`config.mk`:
```
export PLATFORM = sky130hd
export DESIGN_NAME = mpcp_queue
export DESIGN_NICKNAME = d
export VERILOG_FILES = /design/src/rtl/mpcp_pkg.sv /design/src/rtl/mpcp_queue.sv
export SDC_FILE = /design/constraint.sdc
export NUM_CORES = 1
export LEC_CHECK = 0
export BUFFER_PORTS_ARGS = -buffer_cell sky130_fd_sc_hd__buf_2
export CAP_MARGIN = 20
export CORE_MARGIN = 2
export CORE_UTILIZATION = 50
export DETAILED_ROUTE_END_ITERATION = 10
export PLACE_DENSITY_LB_ADDON = 0.05
export SLEW_MARGIN = 0
export SYNTH_ARGS = -nofsm -noshare
export SYNTH_HDL_FRONTEND = slang
export SYNTH_SLANG_ARGS = --single-unit
export TNS_END_PERCENT = 10
```
`constraint.sdc`:
```
create_clock -name clk -period 1.8 [get_ports clk]
set_clock_uncertainty 0.05 [all_clocks]
set_input_delay 0.36 -clock clk [delete_from_list [all_inputs] [get_ports clk]]
set_output_delay 0.36 -clock clk [all_outputs]
set_load 0.01 [all_outputs]
```
`src/rtl/mpcp_pkg.sv`:
```
`default_nettype none

package mpcp_pkg;

    localparam int POS_W       = 17;
    localparam int QUEUE_DEPTH = 4;
    localparam int QPTR_W      = $clog2(QUEUE_DEPTH);

    localparam logic [7:0]  PAD_BYTE      = 8'hAA;
    localparam logic [7:0]  NO_PATCH_BYTE = 8'hFF;
    localparam logic [7:0]  FLAG_ON_BYTE  = 8'h01;
    localparam logic [16:0] POS_BIAS      = 17'd16;
    localparam logic [31:0] LEN_BIAS      = 32'd4;
    localparam logic [31:0] MIN_TOTAL     = 32'd9;
    localparam logic [31:0] UNIT_START    = 32'd8;

    // config register indexes
    localparam logic REG_APP_ID  = 1'b0;
    localparam logic REG_MAX_LEN = 1'b1;

    // result status codes
    localparam logic [1:0] ST_FLAG_OFF = 2'd0;
    localparam logic [1:0] ST_FLAG_ON  = 2'd1;
    localparam logic [1:0] ST_TOO_LONG = 2'd2;
    localparam logic [1:0] ST_END_BAD  = 2'd3;

    localparam logic KIND_WRITE  = 1'b0;
    localparam logic KIND_STATUS = 1'b1;

    typedef enum logic [1:0] {
        OP_BUF_WR,
        OP_PATCH,
        OP_STATUS
    } op_t;

    typedef struct packed {
        op_t         op;
        logic [7:0]  addr;
        logic        addr_oob;
        logic [7:0]  data;
        logic [16:0] pos;
        logic [1:0]  status;
    } cmd_t;

endpackage

`default_nettype wire

```
`src/rtl/mpcp_queue.sv`:
```
`default_nettype none

module mpcp_queue
    import mpcp_pkg::*;
(
    input  wire logic clk,
    input  wire logic rst_n,
    input  wire logic push,
    input  wire cmd_t push_cmd,
    output logic      full,
    input  wire logic pop,
    output logic      q_valid,
    output cmd_t      head
);

    cmd_t              slot_reg [QUEUE_DEPTH];
    logic [QPTR_W-1:0] wr_ptr_reg, rd_ptr_reg;
    logic [QPTR_W:0]   count_reg;

    assign full    = (count_reg == (QPTR_W+1)'(QUEUE_DEPTH));
    assign q_valid = (count_reg != '0);
    assign head    = slot_reg[rd_ptr_reg];

    always_ff @(posedge clk)
    begin
        if (push)
            slot_reg[wr_ptr_reg] <= push_cmd;
    end

    always_ff @(posedge clk or negedge rst_n)
    begin
        if (!rst_n)
        begin
            wr_ptr_reg <= '0;
            rd_ptr_reg <= '0;
            count_reg  <= '0;
        end
        else
        begin
            if (push)
                wr_ptr_reg <= wr_ptr_reg + QPTR_W'(1);
            if (pop)
                rd_ptr_reg <= rd_ptr_reg + QPTR_W'(1);
            if (push && !pop)
                count_reg <= count_reg + (QPTR_W+1)'(1);
            else if (pop && !push)
                count_reg <= count_reg - (QPTR_W+1)'(1);
        end
    end

endmodule

`default_nettype wire

```
==> metrics.md <==
| Metric | Value |
|---|---|
| Slew HR | `83.1%` |
| First-pass GRT wire length | `~15000 um` |
| # DRC | `6` |
| Crit Path Max Fanout | `15` |
| Max IR drop VDD | `0.000886 V` |
| Final hold violation count | `0` |
| Main synth FF type | `edfxtp_1` |
| Die width | `113 um` |
| Non-Filler Instances | `~500` |
| CP Capture Type | `output pin` |
| H-tree depth | `4` |
| Clock Tree Root | `clkbuf_16` |
| Critical Path Source | `rd_ptr_reg[0]$_DFFE_PN0P_` |
| Vias in the first global route | `around 2900` |
| CP bufs+invs | `2` |
| Vias | `~2600` |
| Register area share after synthesis | `between 70% and 80%` |
| Reg2reg start | `wr_ptr_reg[0]$_DFFE_PN0P_` |
| Yosys warns | `0` |
| Mean Syn Cell Area | `approximately 25 um2` |
| Flop2flop setup slack | `about 0.33 ns` |
| Most frequent cell after synthesis | `edfxtp_1` |
| EDFF count, synth | `approximately 150` |
| Slack of the critical path | `-0.357 ns` |
| Total gr overflow | `0` |
| Fin area | `around 7400 um2` |
| Dpl cell area | `6640 um2` |
| Final setup viols | `38` |
| TritonCTS buffer count | `17` |
| Crit path arrival time | `between 1.5 and 2 ns` |
| IO Pins | `82` |
| Sink Count | `approximately 160` |
| Core Rows | `39` |
| Mapped cell area | `approximately 5900 um2` |
| Clock buffer depth | `2` |
| Actual slew at the worst max-slew pin | `approximately 0.25 ns` |
| RSZ-0062 raised after global routing | `true` |
| Setup crit end | `head[2]` |
| Core area | `between 10000 and 15000 um2` |
| Hold Path Class | `in -> reg` |
| Worst Reg2Reg Path Length in Cells | `4` |
| Final net count | `388` |
| Critical setup path kind | `reg -> out` |
| Post-synth top area cell | `edfxtp_1` |
| Pwr/cell area | `between 1500 and 2000 nW/um2` |
| Synth top area cells | `edfxtp_1, mux4_2, dfrtp_1` |
| Syn-to-layout area delta | `24.3%` |
| Mapped Cells | `233` |
| CTS tree | `yes` |
| Die footprint | `between 10000 and 15000 um2` |
| Crit path max-delay family | `multiplexers` |
| Total GRT Usage | `between 15 and 20%` |
| Critical path data required time | `around 1.4 ns` |
| Synth Net Count | `281` |
| Reg2reg end | `slot_reg[2][6]$_DFFE_PP_` |
| Clk_lat worst skew | `between 0.4 and 0.5 ns` |
| Final GP Congestion | `0.687` |
| Slowest cell on crit path | `mux4_2` |
| Port Buf Inserts | `81` |
| Max-Cap Viols | `0` |
| Chip Height | `113 um` |
| Final worst hold slack | `~0.11 ns` |
| TritonRoute pass-1 iters | `7` |
| Final Cycle Share | `120%` |
| Post-synth cell types | `19` |
| Most common library cells after synthesis | `edfxtp_1, mux4_2, dfrtp_1` |
| CTS clk-pin slew, worst paths | `roughly 0.060 ns` |
| Largest net degree at the start of global routing | `29` |
| Layout cell share with drive strength beyond 1 | `47.2%` |
| Static leakage | `2.59 nW` |
| Post-synthesis async set-or-reset flop share | `around 4.4%` |
| CP cell instances | `buf_12, mux4_2, buf_6` |
| Final ANT Viol Nets | `0` |
| Tmin final | `about 2.2 ns` |
| Fillers | `780` |
| Initial antenna violation count | `0` |
| Failing checks | `design-rule violations, negative setup slack` |
| Detailed placement HPWL | `approximately 5800 um` |
| CP Depth | `3` |
| F_max | `464 MHz` |
| Initial Util | `between 50% and 60%` |
| Fin util | `about 64%` |
| DRT iter0 DRCs | `145` |
| # placed instances | `roughly 460` |
| Synth Register Bits | `159` |
| Avg Vias per Cell | `around 5.3` |
| Post-Route WL | `9640 um` |
| Synth top area share | `between 70% and 80%` |
| Outcome | `complete, but fails checks` |
| Final slew viol count | `0` |
| Max incr delay on CP | `around 0.54 ns` |
| Largest register FFs | `approximately 150` |
| Antenna Cells | `0` |
| Startpoint types | `flip-flop` |
| Drt wl/cell | `19.5 um` |
## kinds of logic after synthesis
group	count (synthesis)	share of synthesized area, %
fa+ha+maj	6	1.39
compound gates	1	0.0844
simple gates	9	0.845
mux	39	14.6
buf+inv	13	2.17
xor+xnor	6	0.887
flops	159	80.0
## area by class of cell
class / instances / area [um2] / area share [%]
tap: 143 / 179 / 2.43
inverter: 4 / 15.0 / 0.204
clock buffer: 21 / 440 / 5.98
multi-input combinational: 61 / 1060 / 14.4
clock inverter: 10 / 96.3 / 1.31
sequential: 159 / 4740 / 64.4
timing repair buffer: 97 / 828 / 11.2
## timing repair
action	4_1_cts	5_1_grt
hold buffers	1	0
pin swaps	1	0
resized for setup	13	16
hold endpoints to repair	7	0
endpoints found under the setup margin	39	39
setup buffers	0	0
## worst min-delay path by stage
| stage | startpoint | end | slack, ns | depth (start not counted) |
|---|---|---|---|---|
| after detailed placement | rst_n | count_reg[0]$_DFFE_PN0P_ | 0.17 | 1 |
| final | push_cmd[13] | slot_reg[0][13]$_DFFE_PP_ | 0.11 | 1 |
| after floorplan | rst_n | count_reg[0]$_DFFE_PN0P_ | 0.01 | 0 |
| after global routing | push_cmd[1] | slot_reg[1][1]$_DFFE_PP_ | 0.10 | 1 |
| after CTS | push_cmd[13] | slot_reg[0][13]$_DFFE_PP_ | 0.09 | 1 |
| after global placement | rst_n | count_reg[0]$_DFFE_PN0P_ | 0.16 | 1 |
## metal layers
metal  wire [um]  up-vias  part of all wire, %  global-route usage (%)
met4         197        0                  2.0                    7.32
met1        4300     1364                   45                    22.5
met2        4670       64                   48                    25.3
li1            -     1193                    -                       -
met3         477       16                  4.9                    4.39
met5           0        -                    0                       0
## through the flow
step	total power (W)	TNS [ns]	worst slack [ns]
6_report	0.0124	-12.40	-0.357
5_1_grt	0.0130	-14.80	-0.436
4_1_cts	0.0122	-13.74	-0.403
3_5_place_dp	0.00871	0	0.0447
3_3_place_gp	0.00869	0	0.0629
2_1_floorplan	0.00742	-17.38	-0.188
## worst reg2reg max path: stages, from the launching register on
cell and delay (ns):
dfrtp_1 0.42, inv_1 0.10, ha_1 0.14, and2_2 0.17, buf_4 0.28
## report_power, final
group / internal (W) / leakage [nW] / total (W) / switching (W)
combinational: 0.00222 / 0.851 / 0.00403 / 0.00180
sequential: 0.00486 / 1.48 / 0.00508 / 0.000220
clock: 0.00200 / 0.267 / 0.00326 / 0.00126
## cells in the final DEF (no fill, tap or decap), types with 3 or more instances in the layout
master / synthesis / routed
edfxtp_1: 152 / 152
buf_2: 3 / 53
mux4_2: 38 / 38
buf_6: 1 / 28
clkbuf_16: 0 / 17
buf_12: 4 / 10
ha_1: 5 / 5
clkinv_2: 0 / 5
buf_4: 1 / 5
inv_1: 4 / 4
and2_2: 0 / 4
xor2_1: 4 / 4
clkbuf_1: 0 / 4
dfrtp_1: 7 / 4
clkinv_1: 0 / 3
dfrtp_2: 0 / 3
(Power assumes the default switching activity.)
