$ cat src/rtl/mpcp_pkg.sv
`default_nettype none

package mpcp_pkg;

    localparam int POS_W       = 17;
    localparam int QUEUE_DEPTH = 4;
    localparam int QPTR_W      = $clog2(QUEUE_DEPTH);

    localparam logic [7:0]  PAD_BYTE      = 8'hAA;
    localparam logic [7:0]  NO_PATCH_BYTE = 8'hFF;
    localparam logic [7:0]  FLAG_ON_BYTE  = 8'h01;
    localparam logic [16:0] POS_BIAS      = 17'd16;
    localparam logic [31:0] LEN_BIAS      = 32'd4;
    localparam logic [31:0] MIN_TOTAL     = 32'd9;
    localparam logic [31:0] UNIT_START    = 32'd8;

    // config register indexes
    localparam logic REG_APP_ID  = 1'b0;
    localparam logic REG_MAX_LEN = 1'b1;

    // result status codes
    localparam logic [1:0] ST_FLAG_OFF = 2'd0;
    localparam logic [1:0] ST_FLAG_ON  = 2'd1;
    localparam logic [1:0] ST_TOO_LONG = 2'd2;
    localparam logic [1:0] ST_END_BAD  = 2'd3;

    localparam logic KIND_WRITE  = 1'b0;
    localparam logic KIND_STATUS = 1'b1;

    typedef enum logic [1:0] {
        OP_BUF_WR,
        OP_PATCH,
        OP_STATUS
    } op_t;

    typedef struct packed {
        op_t         op;
        logic [7:0]  addr;
        logic        addr_oob;
        logic [7:0]  data;
        logic [16:0] pos;
        logic [1:0]  status;
    } cmd_t;

endpackage

`default_nettype wire

$ cat src/rtl/mpcp_byte_if.sv
`default_nettype none

interface mpcp_byte_if;
    logic       valid;
    logic       ready;
    logic [7:0] data_byte;
    logic       start_req;

    modport source (output valid, output data_byte, output start_req, input ready);
    modport sink   (input valid, input data_byte, input start_req, output ready);
endinterface

`default_nettype wire

$ cat src/rtl/mpcp_front.sv
`default_nettype none

module mpcp_front
    import mpcp_pkg::*;
#(
    parameter int VALUE_BUFFER_DEPTH = 128
) (
    input  wire logic        clk,
    input  wire logic        rst_n,
    mpcp_byte_if.sink        byte_ch,
    input  wire logic        cfg_we,
    input  wire logic        cfg_index,
    input  wire logic [31:0] cfg_wdata,
    input  wire logic        q_full,
    output logic             push,
    output cmd_t             cmd
);

    localparam logic [2:0] PH_IDLE = 3'd0;
    localparam logic [2:0] PH_HEAD = 3'd1;
    localparam logic [2:0] PH_UNIT = 3'd2;
    localparam logic [2:0] PH_FLAG = 3'd3;
    localparam logic [2:0] PH_PEND = 3'd4;

    localparam logic [8:0] DEPTH9 = 9'(VALUE_BUFFER_DEPTH);

    logic [15:0] app_id_reg;
    logic [31:0] max_len_reg;

    logic [2:0]  phase_reg, phase_next;
    logic [31:0] offset_reg, offset_next;
    logic [31:0] total_reg, total_next;
    logic [31:0] tlast_reg, tlast_next;
    logic        hv_reg, hv_next;
    logic [31:0] base_reg, base_next;
    logic [7:0]  rel_reg, rel_next;
    logic [7:0]  size_reg, size_next;
    logic [15:0] id_reg, id_next;
    logic [15:0] first_reg, first_next;
    logic [15:0] last_reg, last_next;
    logic [16:0] m_reg, m_next;
    logic        fwd_reg, fwd_next;

    logic        acc;
    logic [7:0]  b;
    logic [2:0]  phase_c;
    logic [31:0] off_c, total_c;
    logic        hv_c;
    logic [31:0] sh, t4;
    logic        hv_n;
    logic [7:0]  size_c;
    logic [15:0] last_n;
    logic [7:0]  k, j;
    logic        wrote;
    logic [32:0] nxt;

    assign byte_ch.ready = !q_full;
    assign acc = byte_ch.valid && !q_full;
    assign b   = byte_ch.data_byte;

    always_ff @(posedge clk or negedge rst_n)
    begin
        if (!rst_n)
        begin
            app_id_reg  <= '0;
            max_len_reg <= 32'd2097152;
        end
        else if (cfg_we)
        begin
            unique case (cfg_index)
                REG_APP_ID:  app_id_reg  <= cfg_wdata[15:0];
                REG_MAX_LEN: max_len_reg <= cfg_wdata;
                default:     ;
            endcase
        end
    end

    always_comb
    begin
        phase_next  = phase_reg;
        offset_next = offset_reg;
        total_next  = total_reg;
        tlast_next  = tlast_reg;
        hv_next     = hv_reg;
        base_next   = base_reg;
        rel_next    = rel_reg;
        size_next   = size_reg;
        id_next     = id_reg;
        first_next  = first_reg;
        last_next   = last_reg;
        m_next      = m_reg;
        fwd_next    = fwd_reg;
        push        = 1'b0;
        cmd         = '0;
        phase_c     = byte_ch.start_req ? PH_HEAD : phase_reg;
        off_c       = byte_ch.start_req ? 32'd0 : offset_reg;
        total_c     = byte_ch.start_req ? 32'd0 : total_reg;
        hv_c        = byte_ch.start_req ? 1'b0 : hv_reg;
        sh          = {total_c[23:0], b};
        t4          = sh + LEN_BIAS;
        hv_n        = hv_c || (b != NO_PATCH_BYTE);
        size_c      = (rel_reg == 8'd0) ? b : size_reg;
        last_n      = {last_reg[7:0], b};
        k           = rel_reg - 8'd7;
        j           = k - m_reg[7:0];
        wrote       = 1'b0;
        nxt         = {1'b0, base_reg} + {25'd0, size_c} + 33'd1;

        if (acc)
        begin
            phase_next  = phase_c;
            offset_next = off_c + 32'd1;
            total_next  = total_c;
            hv_next     = hv_c;
            unique case (phase_c)
                PH_IDLE:
                begin
                    offset_next = offset_reg;
                end
                PH_PEND:
                begin
                    push       = 1'b1;
                    cmd.op     = OP_STATUS;
                    cmd.status = ST_END_BAD;
                    phase_next = PH_IDLE;
                end
                PH_HEAD:
                begin
                    if (off_c[31:2] == 30'd0)
                    begin
                        total_next = sh;
                        if (off_c[1:0] == 2'd3)
                        begin
                            total_next = t4;
                            tlast_next = sh + LEN_BIAS - 32'd1;
                            if (t4 > max_len_reg)
                            begin
                                push       = 1'b1;
                                cmd.op     = OP_STATUS;
                                cmd.status = ST_TOO_LONG;
                                phase_next = PH_IDLE;
                            end
                        end
                    end
                    else
                    begin
                        hv_next = hv_n;
                        if (off_c[2:0] == 3'd7)
                        begin
                            if (total_c < MIN_TOTAL)
                            begin
                                push       = 1'b1;
                                cmd.op     = OP_STATUS;
                                cmd.status = ST_END_BAD;
                                phase_next = PH_IDLE;
                            end
                            else if (hv_n)
                            begin
                                phase_next = PH_UNIT;
                                base_next  = UNIT_START;
                                rel_next   = 8'd0;
                            end
                            else
                            begin
                                phase_next = PH_FLAG;
                            end
                        end
                    end
                end
                PH_FLAG:
                begin
                    if (off_c == tlast_reg)
                    begin
                        push       = 1'b1;
                        cmd.op     = OP_STATUS;
                        cmd.status = (b == FLAG_ON_BYTE) ? ST_FLAG_ON : ST_FLAG_OFF;
                        phase_next = PH_IDLE;
                    end
                end
                PH_UNIT:
                begin
                    rel_next = rel_reg + 8'd1;
                    if (rel_reg == 8'd0)
                    begin
                        size_next  = b;
                        id_next    = '0;
                        first_next = '0;
                        last_next  = '0;
                    end
                    else if (rel_reg <= 8'd2)
                        id_next = {id_reg[7:0], b};
                    else if (rel_reg <= 8'd4)
                        first_next = {first_reg[7:0], b};
                    else if (rel_reg <= 8'd6)
                    begin
                        last_next = last_n;
                        if (rel_reg == 8'd6)
                        begin
                            fwd_next = last_n >= first_reg;
                            m_next   = {1'b0, last_n} - {1'b0, first_reg} + 17'd1;
                        end
                    end
                    else if (fwd_reg)
                    begin
                        if ({9'd0, k} < m_reg)
                        begin
                            if ({1'b0, k} < DEPTH9)
                            begin
                                push     = 1'b1;
                                cmd.op   = OP_BUF_WR;
                                cmd.addr = k;
                                cmd.data = b;
                            end
                        end
                        else if ({9'd0, j} < m_reg && id_reg == app_id_reg)
                        begin
                            push         = 1'b1;
                            wrote        = 1'b1;
                            cmd.op       = OP_PATCH;
                            cmd.addr     = j;
                            cmd.addr_oob = ({1'b0, j} >= DEPTH9);
                            cmd.data     = b;
                            cmd.pos      = {1'b0, first_reg} + {9'd0, j} + POS_BIAS;
                        end
                    end

                    // lone pad byte closes the unit list
                    if (rel_reg == 8'd0 && b == PAD_BYTE
                        && (tlast_reg - base_reg) < {24'd0, PAD_BYTE})
                    begin
                        if (base_reg + 32'd1 == tlast_reg)
                            phase_next = PH_FLAG;
                        else
                        begin
                            push       = 1'b1;
                            cmd.op     = OP_STATUS;
                            cmd.status = ST_END_BAD;
                            phase_next = PH_IDLE;
                        end
                    end
                    else if (rel_reg == size_c)
                    begin
                        if (nxt < {1'b0, tlast_reg})
                        begin
                            base_next = nxt[31:0];
                            rel_next  = 8'd0;
                        end
                        else if (nxt == {1'b0, tlast_reg})
                            phase_next = PH_FLAG;
                        else if (wrote)
                            phase_next = PH_PEND;
                        else
                        begin
                            push       = 1'b1;
                            cmd        = '0;
                            cmd.op     = OP_STATUS;
                            cmd.status = ST_END_BAD;
                            phase_next = PH_IDLE;
                        end
                    end
                end
                default:
                begin
                    phase_next = PH_IDLE;
                end
            endcase
        end
    end

    always_ff @(posedge clk or negedge rst_n)
    begin
        if (!rst_n)
        begin
            phase_reg  <= PH_IDLE;
            offset_reg <= '0;
            total_reg  <= '0;
            tlast_reg  <= '0;
            hv_reg     <= 1'b0;
            base_reg   <= '0;
            rel_reg    <= '0;
            size_reg   <= '0;
            id_reg     <= '0;
            first_reg  <= '0;
            last_reg   <= '0;
            m_reg      <= '0;
            fwd_reg    <= 1'b0;
        end
        else
        begin
            phase_reg  <= phase_next;
            offset_reg <= offset_next;
            total_reg  <= total_next;
            tlast_reg  <= tlast_next;
            hv_reg     <= hv_next;
            base_reg   <= base_next;
            rel_reg    <= rel_next;
            size_reg   <= size_next;
            id_reg     <= id_next;
            first_reg  <= first_next;
            last_reg   <= last_next;
            m_reg      <= m_next;
            fwd_reg    <= fwd_next;
        end
    end

endmodule

`default_nettype wire

$ cat src/flat_wrapper.sv
// flat-port wrapper written by rule: the top's interface ports become plain ports
module mpcp_front_flat import mpcp_pkg::*;
#(
    parameter int VALUE_BUFFER_DEPTH = 128
)
  (clk, rst_n, cfg_we, cfg_index, cfg_wdata, q_full, push, cmd, byte_ch_valid, byte_ch_data_byte, byte_ch_start_req, byte_ch_ready);
  mpcp_byte_if byte_ch_i ();
  input  wire logic clk;
  input  wire logic rst_n;
  input  wire logic cfg_we;
  input  wire logic cfg_index;
  input  wire logic [31:0] cfg_wdata;
  input  wire logic q_full;
  output logic push;
  output cmd_t cmd;
  input wire logic [$bits(byte_ch_i.valid)-1:0] byte_ch_valid;
  input wire logic [$bits(byte_ch_i.data_byte)-1:0] byte_ch_data_byte;
  input wire logic [$bits(byte_ch_i.start_req)-1:0] byte_ch_start_req;
  output wire logic [$bits(byte_ch_i.ready)-1:0] byte_ch_ready;
  assign byte_ch_i.valid = byte_ch_valid;
  assign byte_ch_i.data_byte = byte_ch_data_byte;
  assign byte_ch_i.start_req = byte_ch_start_req;
  assign byte_ch_ready = byte_ch_i.ready;
  mpcp_front #(.VALUE_BUFFER_DEPTH(VALUE_BUFFER_DEPTH)) u_core (.clk(clk), .rst_n(rst_n), .byte_ch(byte_ch_i), .cfg_we(cfg_we), .cfg_index(cfg_index), .cfg_wdata(cfg_wdata), .q_full(q_full), .push(push), .cmd(cmd));
endmodule
$ cat config.mk
export PLATFORM = sky130hd
export DESIGN_NAME = mpcp_front_flat
export DESIGN_NICKNAME = d
export VERILOG_FILES = /design/src/rtl/mpcp_pkg.sv /design/src/rtl/mpcp_byte_if.sv /design/src/rtl/mpcp_front.sv /design/src/flat_wrapper.sv
export SDC_FILE = /design/constraint.sdc
export NUM_CORES = 1
export LEC_CHECK = 0
export BUFFER_PORTS_ARGS = -buffer_cell sky130_fd_sc_hd__buf_2
export CAP_MARGIN = 30
export CORE_ASPECT_RATIO = 0.5
export CORE_MARGIN = 2
export CORE_UTILIZATION = 35
export CTS_CLUSTER_SIZE = 14
export DETAILED_ROUTE_END_ITERATION = 10
export GPL_TIMING_DRIVEN = 0
export SLEW_MARGIN = 20
export SYNTH_ARGS = -nofsm -noshare
export SYNTH_HDL_FRONTEND = slang
export SYNTH_SLANG_ARGS = --single-unit
$ cat constraint.sdc
create_clock -name clk -period 9 [get_ports clk]
set_input_delay 0.9 -clock clk [delete_from_list [all_inputs] [get_ports clk]]
set_output_delay 0.9 -clock clk [all_outputs]
set_load 0.05 [all_outputs]
==> run summary, run 1 <==
• static power due to leakage: 10.3 nW
• Synth-to-Final Area Change: 12.4%
• most common cell in the netlist: nand2_1
• Synth warnings: 0
• die span in x: 359 um
• number of H-tree branching levels: 1
• count of flip-flops with a built-in enable after synthesis: 0
• CTS root buffer: clkbuf_16
• worst setup path category: flop to output pin
• standard-cell rows: 65
• total chip power: 4.02 mW
• worst relative slew slack: 36.2%
• Top Ports: 87
• final worst path period share: 95.7%
• non-filler cells in the finished layout: 3715
• fraction of post-synthesis cell area in the top cell type by area: 28.7%
• IO Port Bufs: 86
• number of standard cells after synthesis: 2730
• routability congestion estimate: 0.952
• minimum setup slack after placement: -0.600 ns
• half-perimeter wire length after detailed placement: 58800 um
• die height: 182 um
• detailed-route wire length: 74400 um
• CP Capture Type: output pin
• Floorplan Core Area: 62700 um2
• slew at the pin closest to its max-slew limit: 0.943 ns
• Peak supply drop: 0.000148 V
• Primary FF master, synth: dfrtp_1
• max_cap viols: 0
• Final Critical Period: 8.62 ns
• Filler Cell Count: 6430
• Final Slew Violations: 0
• net count reported at finish: 3096
• sequential fraction of the synthesis area: 28.8%
• status: complete, no violations
• number of search-and-repair iterations in the first detailed-routing pass: 8
• Cell Pwr Density: 162 nW/um2
• Clock transition at path regs: 0.07 ns
• wire per inst: 20.0 um
• Register Area: 6360 um2
• Via-to-Cell Ratio: 5.62
• share of synthesized registers carrying an async set or reset: 100%
• post-synthesis cell type count: 98
• endpoint arrival time on the critical path: 7.72 ns
• total routing usage reported by global routing: 22.3%
• worst hold margin: 0.254 ns
• number of nets produced by synthesis: 2971
• number of clock sinks: 254
• list of most frequent post-synthesis cells: nand2_1, dfrtp_1, o21ai_0, nor2_1, inv_1
• pin count of the biggest net entering global routing: 98
• finished layout cell area: 24800 um2
• crit path launch type: flop
• Setup Skew: 0.0392 ns
• final standard cell utilization of the core: 39.5%
• final hold vios: 0
• required time worst endpoint: 8.10 ns
• total clock buffers created by CTS: 28
• total of flip-flops plus latches after synthesis: 254
• number of placed cells counting well taps: 3658
• worst-skew pair later-pin latency: 0.60 ns
• Die Outline Area: 65200 um2
• worst min-delay path category: input pin to async pin
• cell type with the largest total area after synthesis: dfrtp_1
• wire length of the first global-routing pass: 115000 um
• sum of negative setup slack: 0 ns
• antenna violations before repair: 3
• Area after DPL: 23600 um2
• area of combinational cells with multiple inputs: 14500 um2
• synth top area cells: dfrtp_1, ha_1, xnor2_1, nand2_1, o21ai_0
• maximum count of clock buffers along a single path: 3
• f_max: 0.116 GHz
• TritonCTS clock tree: yes
• cell area after synthesis: 22100 um2
• post-route setup slack: 0.384 ns
• final routed DRC violation total: 0
• total congestion overflow: 0
• worst r2r path cells: 26
• vias in the first global route: 19400
• mean area per synthesized cell: 8.08 um2
• largest driver fanout on the critical path: 10
• first-iteration detailed-routing DRC count: 2056
• proportion of layout cells with a drive suffix above 1: 10.0%
• count of antenna-violating nets left after detailed routing: 0
• total via count in the routed design: 20900
• Initial Util: 35.2%
• final setup violating endpoints: 0
routing by layer:
layer  track usage, %  up-vias  part of all wire (%)
met2             34.1      705                    43
li1                 -     9945                     -
met1             32.2    10100                    47
met4             6.35        0                   2.9
met3             3.54      124                   7.3
met5                0        -                     0
cells in the final DEF, fill, tap and decap left out, types with 22 or more instances in the layout:
cell | synthesis | final
a211oi_1 | 25 | 23
a21o_1 | 25 | 25
a21oi_1 | 143 | 142
a31oi_1 | 31 | 31
and3_1 | 31 | 31
buf_2 | 23 | 106
clkbuf_1 | 115 | 118
clkbuf_16 | 0 | 28
dfrtp_1 | 253 | 251
ha_1 | 182 | 181
inv_1 | 184 | 183
mux2_2 | 53 | 53
nand2_1 | 315 | 314
nand2b_1 | 23 | 22
nand3_1 | 88 | 88
nand4_1 | 55 | 55
nor2_1 | 189 | 189
nor2b_1 | 36 | 36
nor3_1 | 76 | 74
nor4_1 | 44 | 43
o21ai_0 | 200 | 198
o31ai_1 | 28 | 28
or3_1 | 23 | 23
xnor2_1 | 148 | 148
xor2_1 | 103 | 103
critical path: stages, from the launching register on:
cell,delay [ns]
dfrtp_2,0.50
inv_4,0.13
ha_2,0.22
nor3b_4,0.39
nand3_1,0.18
and2_1,0.18
ha_1,0.22
fa_1,0.41
nor2b_1,0.17
o2111ai_1,0.15
and3_1,0.29
nor4_2,0.48
buf_2,0.26
nand3_1,0.10
xnor2_1,0.18
ha_1,0.32
nand4_1,0.16
or4_1,0.60
or4_4,0.60
o32ai_1,0.17
a211oi_2,0.13
nand2b_4,0.20
a311oi_4,0.26
buf_6,0.21
a211oi_1,0.10
a21oi_2,0.28
buf_6,0.20
where the power goes:
part | leakage (nW) | internal [mW] | switching, mW
sequential | 3.30 | 1.25 | 0.115
combinational | 6.55 | 0.553 | 0.870
clock | 0.445 | 0.683 | 0.547
total | 10.3 | 2.49 | 1.53
layout make-up:
type                            count  area share [%]
Antenna cell                        2          0.0202
Buffer                            152            2.57
Timing Repair Buffer               98            2.32
Clock inverter                     15           0.782
Clock buffer                       36            3.03
Inverter                          186            2.83
Sequential cell                   254            25.6
Tap cell                          837            4.22
Multi-Input combinational cell   2135            58.6
kinds of logic after synthesis:
kind of cell	after synthesis	share of synthesized area [%]
buf+inv	341	6.09
flops	254	28.8
xor+xnor	251	9.96
fa+ha+maj	194	11.4
simple gates	993	22.5
mux	61	3.07
compound gates	636	18.2
timing repair:
| item | in CTS | in global routing |
|---|---|---|
| gates cloned | 0 | 0 |
| pin swaps | 1 | 7 |
| setup endpoints to repair | 19 | 19 |
| resized for setup | 23 | 20 |
| buffers inserted | 1 | 6 |
| hold buffers | 0 | 0 |
final timing paths:
kind                                         from                endpoint  slack [ns]
worst max-delay path            u_core.rel_reg[0]                  cmd[0]        0.38
worst min-delay path                        rst_n     u_core.first_reg[6]        0.25
worst max register to register  u_core.rel_reg[0]      u_core.base_reg[3]        1.62
worst min register to register   u_core.m_reg[16]        u_core.m_reg[16]        0.49
max in group asynchronous                   rst_n  u_core.max_len_reg[21]        7.77
min in group clk                 u_core.m_reg[16]        u_core.m_reg[16]        0.49
No activity file was read; power rests on OpenSTA's default activity.
==> inputs of run 2 (changes only) <==
==> constraint.sdc (replaced) <==
create_clock -name clk -period 9.4 [get_ports clk]
set_input_delay 0.94 -clock clk [delete_from_list [all_inputs] [get_ports clk]]
set_output_delay 0.94 -clock clk [all_outputs]
set_load 0.05 [all_outputs]
==> run summary, run 2 (synthesis results as in run 1) <==
• status: complete, no violations
• number of clock sinks: 254
• static power due to leakage: 10.3 nW
• Cell Pwr Density: 155 nW/um2
• sequential power share: 34.0%
• minimum setup slack after placement: -0.240 ns
• net count reported at finish: 3091
• worst setup path category: flop to output pin
• largest incremental delay on the critical path: 0.62 ns
• first-iteration detailed-routing DRC count: 2078
• internal power contribution: 2.37 mW
• final standard cell utilization of the core: 39.4%
• number of buffers inserted by hold repair at cts: 0
• unrepaired setup endpoints after global routing: false
• cell with the largest stage delay on the worst path: or4_1
• net switching power: 1.46 mW
• maximum count of clock buffers along a single path: 3
• total via count in the routed design: 20900
• endpoint arrival time on the critical path: 7.97 ns
• largest driver fanout on the critical path: 10
• Final Slew Violations: 0
• final hold vios: 0
• most frequent cells in the layout: nand2_1, dfrtp_1, o21ai_0
• f_max: 0.112 GHz
• total congestion overflow: 0
• Die Outline Area: 65200 um2
• Setup Skew: 0.0354 ns
• proportion of layout cells with a drive suffix above 1: 9.68%
• worst relative slew slack: 37.5%
• final setup violating endpoints: 0
• non-filler cells in the finished layout: 3710
• wire per inst: 20.0 um
• Sw Share: 38.2%
• standard-cell rows: 65
• worst flop-to-flop path startpoint: u_core.rel_reg[0]
• IO Port Bufs: 86
• Register Area: 6360 um2
• required time worst endpoint: 8.46 ns
• Initial Util: 35.2%
• final routed DRC violation total: 0
• total clock buffers created by CTS: 28
• detailed-route wire length: 74400 um
• max_cap viols: 0
• Critical Path Source: u_core.rel_reg[0]
• CP Capture Type: output pin
• area of combinational cells with multiple inputs: 14500 um2
• routability congestion estimate: 0.952
• worst min-delay path category: input pin to async pin
• cell family contributing the most delay on the critical path: compound AO/OA/AOI/OAI gates
• pin count of the biggest net entering global routing: 98
• die span in x: 359 um
• Via-to-Cell Ratio: 5.65
• Synth-to-Final Area Change: 11.9%
• vias in the first global route: 19400
• Floorplan Core Area: 62700 um2
• CTS root buffer: clkbuf_16
• crit path launch type: flop
• Worst Path Buf+Inv: 4
• TritonCTS clock tree: yes
• fraction of power consumed by combinational cells: 35.3%
• number of H-tree branching levels: 1
• number of search-and-repair iterations in the first detailed-routing pass: 6
• dominant cell type by count on the critical path: o21ai_0
• total routing usage reported by global routing: 22.2%
• number of placed cells counting well taps: 3658
• Filler Cell Count: 6439
• worst hold margin: 0.287 ns
• leading cell type in the layout, fill and taps excluded: nand2_1
• slew at the pin closest to its max-slew limit: 0.924 ns
• die height: 182 um
• antenna violations before repair: 3
• half-perimeter wire length after detailed placement: 58800 um
• clock network fraction of design power: 30.7%
• post-route setup slack: 0.486 ns
• count of antenna-violating nets left after detailed routing: 0
• worst-skew pair later-pin latency: 0.59 ns
• total chip power: 3.84 mW
• Top Ports: 87
• Final Critical Period: 8.91 ns
• Peak supply drop: 0.000140 V
• Clock transition at path regs: 0.06 ns
• wire length of the first global-routing pass: 115000 um
• final worst path period share: 94.8%
run 2: per-stage QoR:
| stage | instance area (um2) | setup TNS [ns] |
|---|---|---|
| 2_1_floorplan | 22100 | 0 |
| 5_1_grt | 24700 | 0 |
| 3_5_place_dp | 23600 | -0.590 |
| 3_3_place_gp | 23500 | -1.56 |
| 6_report | 24700 | 0 |
| 4_1_cts | 24600 | 0 |
run 2: area by class of cell:
type | count | share of cell area [%]
multi-input cells | 2135 | 58.6
flip-flops and latches | 254 | 25.8
well taps | 837 | 4.24
clock buffers | 36 | 3.04
inverters | 186 | 2.83
plain buffers | 152 | 2.58
repair buffers | 93 | 2.14
clock inverters | 15 | 0.785
diodes | 2 | 0.0203
run 2: worst paths after layout:
check | end | slack, ns | cells after the start
worst max-delay path | cmd[0] | 0.49 | 28
worst min-delay path | u_core.first_reg[6] | 0.29 | 1
worst max register to register | u_core.base_reg[3] | 1.87 | 28
worst min register to register | u_core.m_reg[10] | 0.49 | 2
max in group asynchronous | u_core.max_len_reg[21] | 8.15 | 2
min in group clk | u_core.m_reg[10] | 0.49 | 2
run 2: repair_timing:
action,4_1_cts,5_1_grt
gates resized for setup,13,17
pin swaps,0,5
setup endpoints to repair,19,19
buffers inserted,0,1
run 2: metal layers:
layer	vias to the layer above	global-route usage (%)	share of wire, %
li1	9940	-	-
met1	10200	32.7	47
met2	727	34.8	44
met3	99	2.62	6.9
met4	0	4.91	2.3
met5	-	0	0
run 2: power by group through the flow:
stage	logic, mW	registers, mW	clock network [mW]
6_report	1.35	1.31	1.18
5_1_grt	1.51	1.32	1.24
4_1_cts	1.33	1.30	1.19
3_5_place_dp	1.32	1.32	0
3_3_place_gp	1.29	1.32	0
2_1_floorplan	0.976	1.28	0
